$ cat src/ps2_mouse_packet_event_queue_macros.svh
// ----------------------------------------------------------------------------
// PS/2 mouse event queue assertion macros
// Shared assertion forms for the event queue RTL.
// ----------------------------------------------------------------------------
`ifndef PS2_MOUSE_PACKET_EVENT_QUEUE_MACROS_SVH
`define PS2_MOUSE_PACKET_EVENT_QUEUE_MACROS_SVH

// Same-cycle implication, disabled during reset.
`define PS2MQ_ASSERT_IMPLY(label, clk, rst, ante, cons) \
   label: assert property (@(posedge clk) disable iff (rst) (ante) |-> (cons)) \
      else $error("ps2mq: same-cycle check failed");

// Next-cycle implication, disabled during reset.
`define PS2MQ_ASSERT_NEXT(label, clk, rst, ante, cons) \
   label: assert property (@(posedge clk) disable iff (rst) (ante) |=> (cons)) \
      else $error("ps2mq: next-cycle check failed");

`endif

$ cat src/ps2mq_pkg.sv
// ----------------------------------------------------------------------------
// PS/2 mouse event queue package
// Payload types, codes and small helper functions shared by the RTL.
// ----------------------------------------------------------------------------
`timescale 1ns / 1ps

package ps2mq_pkg;

   // Request codes; bit 1 set means pop
   localparam logic [1:0] REQ_FEED    = 2'd0;
   localparam logic [1:0] REQ_POST    = 2'd1;
   localparam int         REQ_POP_BIT = 1;

   // Result status codes
   localparam logic [2:0] STAT_STORED   = 3'd0;
   localparam logic [2:0] STAT_IGNORED  = 3'd1;
   localparam logic [2:0] STAT_RESYNC   = 3'd2;
   localparam logic [2:0] STAT_OVERFLOW = 3'd3;
   localparam logic [2:0] STAT_QUEUED   = 3'd4;
   localparam logic [2:0] STAT_FULL     = 3'd5;
   localparam logic [2:0] STAT_POPPED   = 3'd6;
   localparam logic [2:0] STAT_EMPTY    = 3'd7;

   // Configuration register indexes
   localparam int         CSR_IDX_W  = 1;
   localparam logic [0:0] CSR_ENABLE = 1'd0;
   localparam logic [0:0] CSR_FLIP_Y = 1'd1;

   // Packet byte positions
   localparam logic [1:0] BYTE_FLAGS = 2'd0;
   localparam logic [1:0] BYTE_X     = 2'd1;
   localparam logic [1:0] BYTE_Y     = 2'd2;

   // Flag byte bits
   localparam int FLAG_SYNC_BIT = 3;
   localparam int FLAG_XSGN_BIT = 4;
   localparam int FLAG_YSGN_BIT = 5;
   localparam int FLAG_XOVF_BIT = 6;
   localparam int FLAG_YOVF_BIT = 7;

   localparam int MOT_W      = 17;
   localparam int MOTION_MAX = 127;
   localparam int WORD_W     = 32;

   typedef struct packed {
      logic [1:0]         req_type;
      logic [7:0]         data_byte;
      logic signed [15:0] post_dx;
      logic signed [15:0] post_dy;
      logic [2:0]         post_buttons;
   } req_item_type;

   typedef struct packed {
      logic [2:0]        status;
      logic [WORD_W-1:0] event_word;
      logic [11:0]       pos_x;
      logic [11:0]       pos_y;
   } rsp_item_type;

   typedef struct packed {
      logic              push;
      logic              pop;
      logic [WORD_W-1:0] wdata;
   } ring_cmd_type;

   typedef struct packed {
      logic full;
      logic empty;
   } ring_stat_type;

   function automatic logic signed [7:0] clamp_motion(input logic signed [MOT_W-1:0] v);
      if (v > MOTION_MAX) begin
         return 8'(MOTION_MAX);
      end else if (v < -MOTION_MAX) begin
         return 8'(-MOTION_MAX);
      end else begin
         return v[7:0];
      end
   endfunction

   // bit31 valid, 23:16 dy, 15:8 dx, 2:0 buttons
   function automatic logic [WORD_W-1:0] pack_event(input logic [2:0] buttons,
                                                    input logic [7:0] dx,
                                                    input logic [7:0] dy);
      return {1'b1, 7'd0, dy, dx, 5'd0, buttons};
   endfunction

endpackage

$ cat src/ps2mq_ring.sv
// ----------------------------------------------------------------------------
// PS/2 mouse event ring
// Single-port-write event memory with head and tail pointers and a
// registered read of the oldest entry.
// ----------------------------------------------------------------------------
`timescale 1ns / 1ps
`include "ps2_mouse_packet_event_queue_macros.svh"

module ps2mq_ring #(
   parameter int RING_DEPTH = 64
) (
   input  logic                          clock,
   input  logic                          reset,
   input  ps2mq_pkg::ring_cmd_type       cmd,
   output ps2mq_pkg::ring_stat_type      stat,
   output logic [ps2mq_pkg::WORD_W-1:0]  rd_data
);

   localparam int IDX_W = $clog2(RING_DEPTH);

   logic [ps2mq_pkg::WORD_W-1:0] mem [RING_DEPTH];
   logic [ps2mq_pkg::WORD_W-1:0] rd_data_ff;
   logic [IDX_W-1:0]             head_ff, head_in;
   logic [IDX_W-1:0]             tail_ff, tail_in;
   logic [IDX_W-1:0]             head_nxt;

   function automatic logic [IDX_W-1:0] ring_next(input logic [IDX_W-1:0] i);
      return (i == IDX_W'(RING_DEPTH - 1)) ? '0 : i + 1'b1;
   endfunction

   assign head_nxt   = ring_next(head_ff);
   assign stat.empty = (head_ff == tail_ff);
   assign stat.full  = (head_nxt == tail_ff);
   assign head_in    = cmd.push ? head_nxt : head_ff;
   assign tail_in    = cmd.pop ? ring_next(tail_ff) : tail_ff;
   assign rd_data    = rd_data_ff;

   always_ff @(posedge clock) begin
      if (reset) begin
         head_ff <= '0;
         tail_ff <= '0;
      end else begin
         head_ff <= head_in;
         tail_ff <= tail_in;
      end
   end

   // Write at head, read the oldest entry at tail
   always_ff @(posedge clock) begin
      if (cmd.push) begin
         mem[head_ff] <= cmd.wdata;
      end
      if (cmd.pop) begin
         rd_data_ff <= mem[tail_ff];
      end
   end

   `PS2MQ_ASSERT_IMPLY(a_no_push_full, clock, reset, cmd.push, !stat.full)
   `PS2MQ_ASSERT_IMPLY(a_no_pop_empty, clock, reset, cmd.pop, !stat.empty && !cmd.push)

endmodule

$ cat src/ps2_mouse_packet_event_queue.sv
// ----------------------------------------------------------------------------
// PS/2 mouse packet event queue
// Assembles 3-byte PS/2 mouse packets, tracks a saturating cursor and keeps
// decoded or posted events in a ring that the host pops.
// ----------------------------------------------------------------------------
//
//  Channel | Ports                              | Moves
//  --------+------------------------------------+-------------------------------
//  request | req_valid, req_ready, req_data     | feed byte, post event or pop
//  result  | rsp_valid, rsp_ready, rsp_data     | status, event word, cursor
//  config  | csr_wr_en, csr_index, csr_wr_data  | enable, flip_y (write only)
//
//  One request transfer per clock, sustained while results drain. Each result
//  passes the middle stage, where the synchronous ring read completes, and then
//  the output register; the middle stage is there for the ring memory read port.
//  Reset (synchronous) clears the byte index, pointers, cursor and pipeline
//  valids; ring contents are not cleared and need no clearing pass.
//  A stalled result holds the output register; the middle stage keeps one more
//  result, so the request side stalls only when both are full and rsp_ready
//  is low.
// ----------------------------------------------------------------------------
`timescale 1ns / 1ps
`include "ps2_mouse_packet_event_queue_macros.svh"

module ps2_mouse_packet_event_queue #(
   parameter int RING_DEPTH = 64,
   parameter int POS_LIMIT  = 4095
) (
   input  logic                            clock,
   input  logic                            reset,
   input  logic                            req_valid,
   output logic                            req_ready,
   input  ps2mq_pkg::req_item_type         req_data,
   output logic                            rsp_valid,
   input  logic                            rsp_ready,
   output ps2mq_pkg::rsp_item_type         rsp_data,
   input  logic                            csr_wr_en,
   input  logic [ps2mq_pkg::CSR_IDX_W-1:0] csr_index,
   input  logic                            csr_wr_data
);

   localparam int POS_W = $clog2(POS_LIMIT + 1);

   // Configuration
   logic enable_ff;
   logic flip_y_ff;

   // Packet assembly and cursor state
   logic [1:0]       byte_idx_ff, byte_idx_in;
   logic [7:0]       flag_ff, flag_in;
   logic [7:0]       xbyte_ff, xbyte_in;
   logic [POS_W-1:0] cur_x_ff, cur_x_in;
   logic [POS_W-1:0] cur_y_ff, cur_y_in;

   // Middle stage (waits on ring read data)
   logic                         s1_valid_ff;
   logic [2:0]                   s1_status_ff, status_in;
   logic [ps2mq_pkg::WORD_W-1:0] s1_word_ff, word_in;
   logic                         s1_pop_ff, pop_in;
   logic [11:0]                  s1_pos_x_ff;
   logic [11:0]                  s1_pos_y_ff;

   // Output register
   logic                    rsp_valid_ff;
   ps2mq_pkg::rsp_item_type rsp_data_ff;
   logic                    rsp_has_word;

   // Handshake
   logic req_fire;
   logic s1_adv;

   // Decode
   logic                         is_pop;
   logic                         ev_do;
   logic                         pkt_ovf;
   logic signed [ps2mq_pkg::MOT_W-1:0] raw_dx;
   logic signed [ps2mq_pkg::MOT_W-1:0] raw_dy;
   logic signed [ps2mq_pkg::MOT_W-1:0] pkt_dy;
   logic signed [7:0]            dx_c;
   logic signed [7:0]            dy_c;
   logic [2:0]                   ev_buttons;
   logic [ps2mq_pkg::WORD_W-1:0] ev_word;

   // Ring
   ps2mq_pkg::ring_cmd_type      ring_cmd;
   ps2mq_pkg::ring_stat_type     ring_stat;
   logic [ps2mq_pkg::WORD_W-1:0] ring_rd_data;

   function automatic logic [POS_W-1:0] sat_pos(input logic [POS_W-1:0] cur,
                                                input logic signed [7:0] d);
      logic signed [POS_W+1:0] sum;
      sum = $signed({2'b00, cur}) + (POS_W+2)'(d);
      if (sum < 0) begin
         return '0;
      end else if (sum > $signed((POS_W+2)'(POS_LIMIT))) begin
         return POS_W'(POS_LIMIT);
      end else begin
         return sum[POS_W-1:0];
      end
   endfunction

   // Configuration writes
   always_ff @(posedge clock) begin
      if (reset) begin
         enable_ff <= 1'b0;
         flip_y_ff <= 1'b1;
      end else if (csr_wr_en) begin
         case (csr_index)
            ps2mq_pkg::CSR_ENABLE: enable_ff <= csr_wr_data;
            ps2mq_pkg::CSR_FLIP_Y: flip_y_ff <= csr_wr_data;
            default: ;
         endcase
      end
   end

   // Advance the middle stage when the output register is free or drains;
   // take a new request whenever the middle stage empties or advances.
   assign s1_adv    = s1_valid_ff && (!rsp_valid_ff || rsp_ready);
   assign req_ready = !s1_valid_ff || s1_adv;
   assign req_fire  = req_valid && req_ready;

   // Motion: sign-extend 9-bit packet deltas, negate dy unless told not to
   assign is_pop  = req_data.req_type[ps2mq_pkg::REQ_POP_BIT];
   assign pkt_ovf = flag_ff[ps2mq_pkg::FLAG_XOVF_BIT] || flag_ff[ps2mq_pkg::FLAG_YOVF_BIT];
   assign pkt_dy  = $signed({{8{flag_ff[ps2mq_pkg::FLAG_YSGN_BIT]}},
                             flag_ff[ps2mq_pkg::FLAG_YSGN_BIT], req_data.data_byte});

   always_comb begin
      if (req_data.req_type == ps2mq_pkg::REQ_POST) begin
         raw_dx     = $signed({req_data.post_dx[15], req_data.post_dx});
         raw_dy     = $signed({req_data.post_dy[15], req_data.post_dy});
         ev_buttons = req_data.post_buttons;
      end else begin
         raw_dx     = $signed({{8{flag_ff[ps2mq_pkg::FLAG_XSGN_BIT]}},
                               flag_ff[ps2mq_pkg::FLAG_XSGN_BIT], xbyte_ff});
         raw_dy     = flip_y_ff ? -pkt_dy : pkt_dy;
         ev_buttons = flag_ff[2:0];
      end
   end

   assign dx_c    = ps2mq_pkg::clamp_motion(raw_dx);
   assign dy_c    = ps2mq_pkg::clamp_motion(raw_dy);
   assign ev_word = ps2mq_pkg::pack_event(ev_buttons, dx_c, dy_c);

   // Request decode: next state, status and ring command
   always_comb begin
      byte_idx_in   = byte_idx_ff;
      flag_in       = flag_ff;
      xbyte_in      = xbyte_ff;
      status_in     = ps2mq_pkg::STAT_STORED;
      word_in       = '0;
      pop_in        = 1'b0;
      ev_do         = 1'b0;
      ring_cmd.push = 1'b0;
      ring_cmd.pop  = 1'b0;
      ring_cmd.wdata = ev_word;

      if (is_pop) begin
         if (ring_stat.empty) begin
            status_in = ps2mq_pkg::STAT_EMPTY;
         end else begin
            status_in    = ps2mq_pkg::STAT_POPPED;
            pop_in       = 1'b1;
            ring_cmd.pop = req_fire;
         end
      end else if (req_data.req_type == ps2mq_pkg::REQ_POST) begin
         ev_do = 1'b1;
      end else if (!enable_ff) begin
         status_in = ps2mq_pkg::STAT_IGNORED;
      end else begin
         case (byte_idx_ff)
            ps2mq_pkg::BYTE_FLAGS: begin
               // Drop a first byte without the sync bit to resync
               if (!req_data.data_byte[ps2mq_pkg::FLAG_SYNC_BIT]) begin
                  status_in = ps2mq_pkg::STAT_RESYNC;
               end else begin
                  flag_in     = req_data.data_byte;
                  byte_idx_in = ps2mq_pkg::BYTE_X;
               end
            end
            ps2mq_pkg::BYTE_X: begin
               xbyte_in    = req_data.data_byte;
               byte_idx_in = ps2mq_pkg::BYTE_Y;
            end
            default: begin
               byte_idx_in = ps2mq_pkg::BYTE_FLAGS;
               if (pkt_ovf) begin
                  status_in = ps2mq_pkg::STAT_OVERFLOW;
               end else begin
                  ev_do = 1'b1;
               end
            end
         endcase
      end

      if (ev_do) begin
         if (ring_stat.full) begin
            status_in = ps2mq_pkg::STAT_FULL;
         end else begin
            status_in     = ps2mq_pkg::STAT_QUEUED;
            word_in       = ev_word;
            ring_cmd.push = req_fire;
         end
      end
   end

   // Cursor moves on every event, queued or dropped for a full ring
   assign cur_x_in = ev_do ? sat_pos(cur_x_ff, dx_c) : cur_x_ff;
   assign cur_y_in = ev_do ? sat_pos(cur_y_ff, dy_c) : cur_y_ff;

   ps2mq_ring #(
      .RING_DEPTH (RING_DEPTH)
   ) u_ring (
      .clock   (clock),
      .reset   (reset),
      .cmd     (ring_cmd),
      .stat    (ring_stat),
      .rd_data (ring_rd_data)
   );

   // Block state: update on each request transfer
   always_ff @(posedge clock) begin
      if (reset) begin
         byte_idx_ff <= ps2mq_pkg::BYTE_FLAGS;
         flag_ff     <= '0;
         xbyte_ff    <= '0;
         cur_x_ff    <= '0;
         cur_y_ff    <= '0;
      end else if (req_fire) begin
         byte_idx_ff <= byte_idx_in;
         flag_ff     <= flag_in;
         xbyte_ff    <= xbyte_in;
         cur_x_ff    <= cur_x_in;
         cur_y_ff    <= cur_y_in;
      end
   end

   // Middle stage: hold while the output register is stalled
   always_ff @(posedge clock) begin
      if (reset) begin
         s1_valid_ff <= 1'b0;
      end else if (req_ready) begin
         s1_valid_ff <= req_valid;
      end
      if (req_fire) begin
         s1_status_ff <= status_in;
         s1_word_ff   <= word_in;
         s1_pop_ff    <= pop_in;
         s1_pos_x_ff  <= 12'(cur_x_in);
         s1_pos_y_ff  <= 12'(cur_y_in);
      end
   end

   // Output register: merge ring read data for pops
   always_ff @(posedge clock) begin
      if (reset) begin
         rsp_valid_ff <= 1'b0;
      end else if (!rsp_valid_ff || rsp_ready) begin
         rsp_valid_ff <= s1_valid_ff;
      end
      if (s1_adv) begin
         rsp_data_ff.status     <= s1_status_ff;
         rsp_data_ff.event_word <= s1_pop_ff ? ring_rd_data : s1_word_ff;
         rsp_data_ff.pos_x      <= s1_pos_x_ff;
         rsp_data_ff.pos_y      <= s1_pos_y_ff;
      end
   end

   assign rsp_valid = rsp_valid_ff;
   assign rsp_data  = rsp_data_ff;

   // Only queued and popped results carry a word
   assign rsp_has_word = rsp_data_ff.status inside {ps2mq_pkg::STAT_QUEUED,
                                                    ps2mq_pkg::STAT_POPPED};

   `PS2MQ_ASSERT_IMPLY(a_word_zero, clock, reset, rsp_valid_ff && !rsp_has_word, rsp_data_ff.event_word == '0)
   `PS2MQ_ASSERT_IMPLY(a_pop_word_valid, clock, reset, rsp_valid_ff && rsp_data_ff.status == ps2mq_pkg::STAT_POPPED, rsp_data_ff.event_word[31])
   `PS2MQ_ASSERT_NEXT(a_s1_hold, clock, reset, s1_valid_ff && rsp_valid_ff && !rsp_ready, s1_valid_ff && $stable(s1_status_ff))

endmodule

$ cat config.mk
export PLATFORM = sky130hd
export DESIGN_NAME = ps2_mouse_packet_event_queue
export DESIGN_NICKNAME = d
export VERILOG_FILES = /design/src/ps2mq_pkg.sv /design/src/ps2mq_ring.sv /design/src/ps2_mouse_packet_event_queue.sv
export VERILOG_INCLUDE_DIRS = /design/src /design/src/src
export SDC_FILE = /design/constraint.sdc
export NUM_CORES = 2
export LEC_CHECK = 0
export ABC_AREA = 1
export BUFFER_PORTS_ARGS = -buffer_cell sky130_fd_sc_hd__buf_2
export CAP_MARGIN = 0
export CORE_UTILIZATION = 36
export DETAILED_ROUTE_END_ITERATION = 12
export PLACE_DENSITY = 0.5
export SLEW_MARGIN = 20
export SYNTH_ARGS = -nofsm -noshare
export SYNTH_HDL_FRONTEND = slang
export SYNTH_SLANG_ARGS = --single-unit
$ cat constraint.sdc
create_clock -name clock -period 16.1 [get_ports clock]
set_clock_uncertainty 0.05 [all_clocks]
set_input_delay 2.415 -clock clock [delete_from_list [all_inputs] [get_ports clock]]
set_output_delay 2.415 -clock clock [all_outputs]
set_load 0.02 [all_outputs]
==> out/results.txt <==
WP buf/inv: 6
Largest family of logic cells by synthesized area: compound AO/OA/AOI/OAI gates
Routing usage on met1: 29.9%
Worst Hold End: rsp_data[10]
Critical path fanouts, max: 74
HPWL after detailed placement: 92100 um
Final hold violation count: 0
CP cell instances: buf_2, inv_2, nand2_2, nand2_1, o22ai_4, buf_4, inv_1, nand2_1, nand3_2, buf_4, ha_1, fa_1, nand3_1, nand2_1, nand3_1, nand4_1, o211ai_1, nand2_1, nand2_1, nand3_1, nand2_1, inv_1
CTS H-tree depth: 4
Mean post-synth cell area: 12.3 sq um
Final setup fails: 0
Worst R2R Start: flip_y_ff
Synth Register Bits: 1387
TritonCTS clock tree: built
GRT Residual Overflow: 0
Reg-to-Reg End: cur_y_ff[10]
Clk Latency, worst-skew pair: 0.78 ns
Finished Core Util: 41.3%
Max Fclk: 0.132 GHz
Via/cell ratio: 5.46
Layout cells sized above 1: 11.0%
Syn. warnings: 0
Post-Place Cells: 6508
Mapped Cells: 4563
Cts bufs inserted: 151
DP Worst Slack: 7.74 ns
Max Root-Sink Buffers: 3
Post-synth top flop: edfxtp_1
PnR worst setup slack: 8.55 ns
Detailed-route wire length per cell: 24.8 um
Fill count: 14377
Max Transition Viols Final: 0
Sink Count: 1387
Power per cell area: 129 nW/um^2
Number of distinct library cells after synthesis: 53
Initial antenna violation count: 11
Worst hold slack: 0.361 ns
Vias in the first global route: 34922
Gp weighted congestion: 0.864
I/O pin count: 113
Post-synthesis adder-cell area fraction: 0.782%
Post-synth EDFFs: 1330
Port Buf Inserts: 100
Worst setup SP type: primary input
Post-synthesis sequential area ratio: 72.9%
Routing usage on met2: 31.6%
Die W: 398 um
Maximum vdd ir drop: 0.114 mV
Hold_sp: s1_pos_y_ff[10]
Arr. time, crit path: 8.16 ns
Die ar.: 158000 sq um
WS Path Type: primary input to register
Cell repeated most along the worst path: nand2_1
CTS root buf: clkbuf_16
Maxcap violations: 0
Rows: 144
Simple-gate area share of the yosys netlist: 11.3%
Critical path's slowest cell: o211ai_1
CP max stage delay: 0.82 ns
Top delay family on crit path: simple AND/OR/NAND/NOR gates
Overall Global Routing Usage: 21.0%
Initial core utilization: 36.4%
Worst R2R Path Depth: 21
Met3 GRT Util: 4.64%
WL final: 169000 um
Area leader, netlist: edfxtp_1
Mux share of post-synthesis cell area: 0%
Area contributors post-synth: edfxtp_1 (71%), o21ai_0 (5.8%), nor2_1 (5.4%)
Die Y: 398 um
Post-CTS Repair Setup Buffers: 0
Worst EP required: 16.72 ns
Final std cells w/o fill: 6791
# DRC: 0
XOR/XNOR Fraction of Synth Area: 0.435%
CTS clk-pin slew, worst paths: 0.06 ns
Worst-margin pin slew: 1.03 ns
Busiest grt layer: met2
Async S/R FF share, synth: 0%
Mapped Area: 56300 sq um
FF-to-FF setup slack: 10.20 ns
Drt pass-1 iters: 6
Slew HR: 31.3%
Hold buffer count at CTS: 0
Fin nets: 4703
First-pass GRT wire length: 243000 um
DRT iter0 DRCs: 3758
P&R area growth vs syn: 13.6%
Leak: 21.5 nW
Synth Area in Compound Gates: 11.4%
Hold-critical path depth: 0
Worst min path class: register to register
Setup TNS: 0 ns
Status: complete, no violations
Top-area cell type share of the netlist area: 70.9%
Fin crit period: 7.55 ns
Gates resized, CTS repair: 0
Crit. End Element: register
DRT antenna net count: 0
Unrepaired setup endpoints after global routing: false
Core area: 155000 sq um
Via count: 37048
Fin crit share: 46.9%
Largest net degree at the start of global routing: 180
==> worst register-to-register path, stage by stage (launching register included) <==
cell and delay, ns:
dfxtp_1 0.63, nor2_1 0.11, inv_1 0.12, nand2_1 0.12, o22ai_4 0.15, buf_4 0.73, inv_1 0.37, nand2_1 0.51
nand3_2 0.12, buf_4 0.38, ha_1 0.38, fa_1 0.47, nand3_1 0.11, nand2_1 0.08, nand3_1 0.08, nand4_1 0.13
o211ai_1 0.82, nand2_1 0.12, nand2_1 0.12, nand3_1 0.08, nand2_1 0.09, inv_1 0.03
==> cell usage in the layout, fill, tap and decap left out, types with 7 or more instances in the layout <==
cell       count
nor2_4        35
inv_1        109
nand4_1       32
ha_1          32
clkinv_2      23
edfxtp_1    1330
clkbuf_1      43
buf_2        100
nand2_2       22
dfxtp_1       54
buf_4         87
nor2_1       744
xor2_1        19
o21ai_0      656
o211ai_1      36
nand3_1      192
xnor2_1        9
or2_2          9
nand2_1      495
conb_1        12
a31oi_1        7
a21oi_1       81
clkinv_1      35
nor2_2        32
clkbuf_16    158
o221ai_1     122
o22ai_1      183
inv_2         11
==> flip-flops by register name, indices dropped and copies added, names as in the netlist, 2 cells and up <==
register and cells:
u_ring.mem 1216, rsp_data 47, s1_word_ff 20, u_ring.rd_data 19
cur_x_ff 12, cur_y_ff 12, s1_pos_x_ff 12, s1_pos_y_ff 12
xbyte_ff 8, flag_ff 7, u_ring.head_ff 6, u_ring.tail_ff 6
s1_status_ff 3, byte_idx_ff 2
==> through the flow <==
step,power (mW),cell area [sq um]
after global placement,4.97,59300
after CTS,8.29,64000
after floorplan,4.65,56400
final,8.23,64000
after global routing,8.50,64000
after detailed placement,4.98,59300
==> how the worst max path moves through the flow <==
stage                endpoint    startpoint  slack (ns)  cells after the start
3_3_place_gp      cur_y_ff[8]  req_data[44]        7.89                     22
6_report         cur_y_ff[10]  req_data[44]        8.55                     22
2_1_floorplan  s1_pos_y_ff[0]  req_data[35]        8.28                     21
5_1_grt           cur_y_ff[2]  req_data[44]        8.04                     22
4_1_cts          cur_y_ff[10]  req_data[44]        8.56                     22
3_5_place_dp   s1_pos_y_ff[8]  req_data[44]        7.74                     20
==> kinds of logic (layout without fill, tap and decap cells) <==
kind of cell / Yosys count / in the layout
compound gates: 1109 / 1109
xor+xnor: 28 / 28
fa+ha+maj: 34 / 34
buf+inv: 428 / 596
flops: 1387 / 1387
other cells: 1 / 17
simple gates: 1576 / 1576
==> area by class of cell <==
type                            instances  area [sq um]  area share, %
Inverter                              127           497          0.776
Clock inverter                         74           549          0.858
Antenna cell                            5          12.5         0.0196
Tap cell                             2044          2560           4.00
Timing Repair Buffer                  191          1230           1.93
Sequential cell                      1387         41100           64.2
Multi-Input combinational cell       2759         13900           21.7
Clock buffer                          204          4160           6.50
==> cell usage after synthesis (all sizes together), types with 4 or more instances <==
library cell  number
clkbuf           202
nor2             811
ha                32
nand2            517
o22ai            184
nor3               4
xor2              19
buf               99
dfxtp             57
nand4             32
edfxtp          1330
o221ai           122
xnor2              9
nand3            197
o21ai            659
or2                9
o211ai            36
inv              124
a21oi             83
a31oi              7
==> power breakdown <==
| group | total (mW) | switching [mW] | internal [mW] |
|---|---|---|---|
| clock network | 3.33 | 1.42 | 1.91 |
| registers | 4.09 | 0.0256 | 4.07 |
| logic | 0.806 | 0.617 | 0.189 |
| total | 8.23 | 2.07 | 6.16 |
==> layer usage <==
layer / routed length, um / vias up / part of all wire, %
met5: 42 / - / 0.025
met4: 4580 / 6 / 2.7
met3: 12500 / 239 / 7.4
met2: 75100 / 1214 / 45
met1: 76300 / 18747 / 45
li1: - / 16842 / -
(Power assumes the default switching activity.)
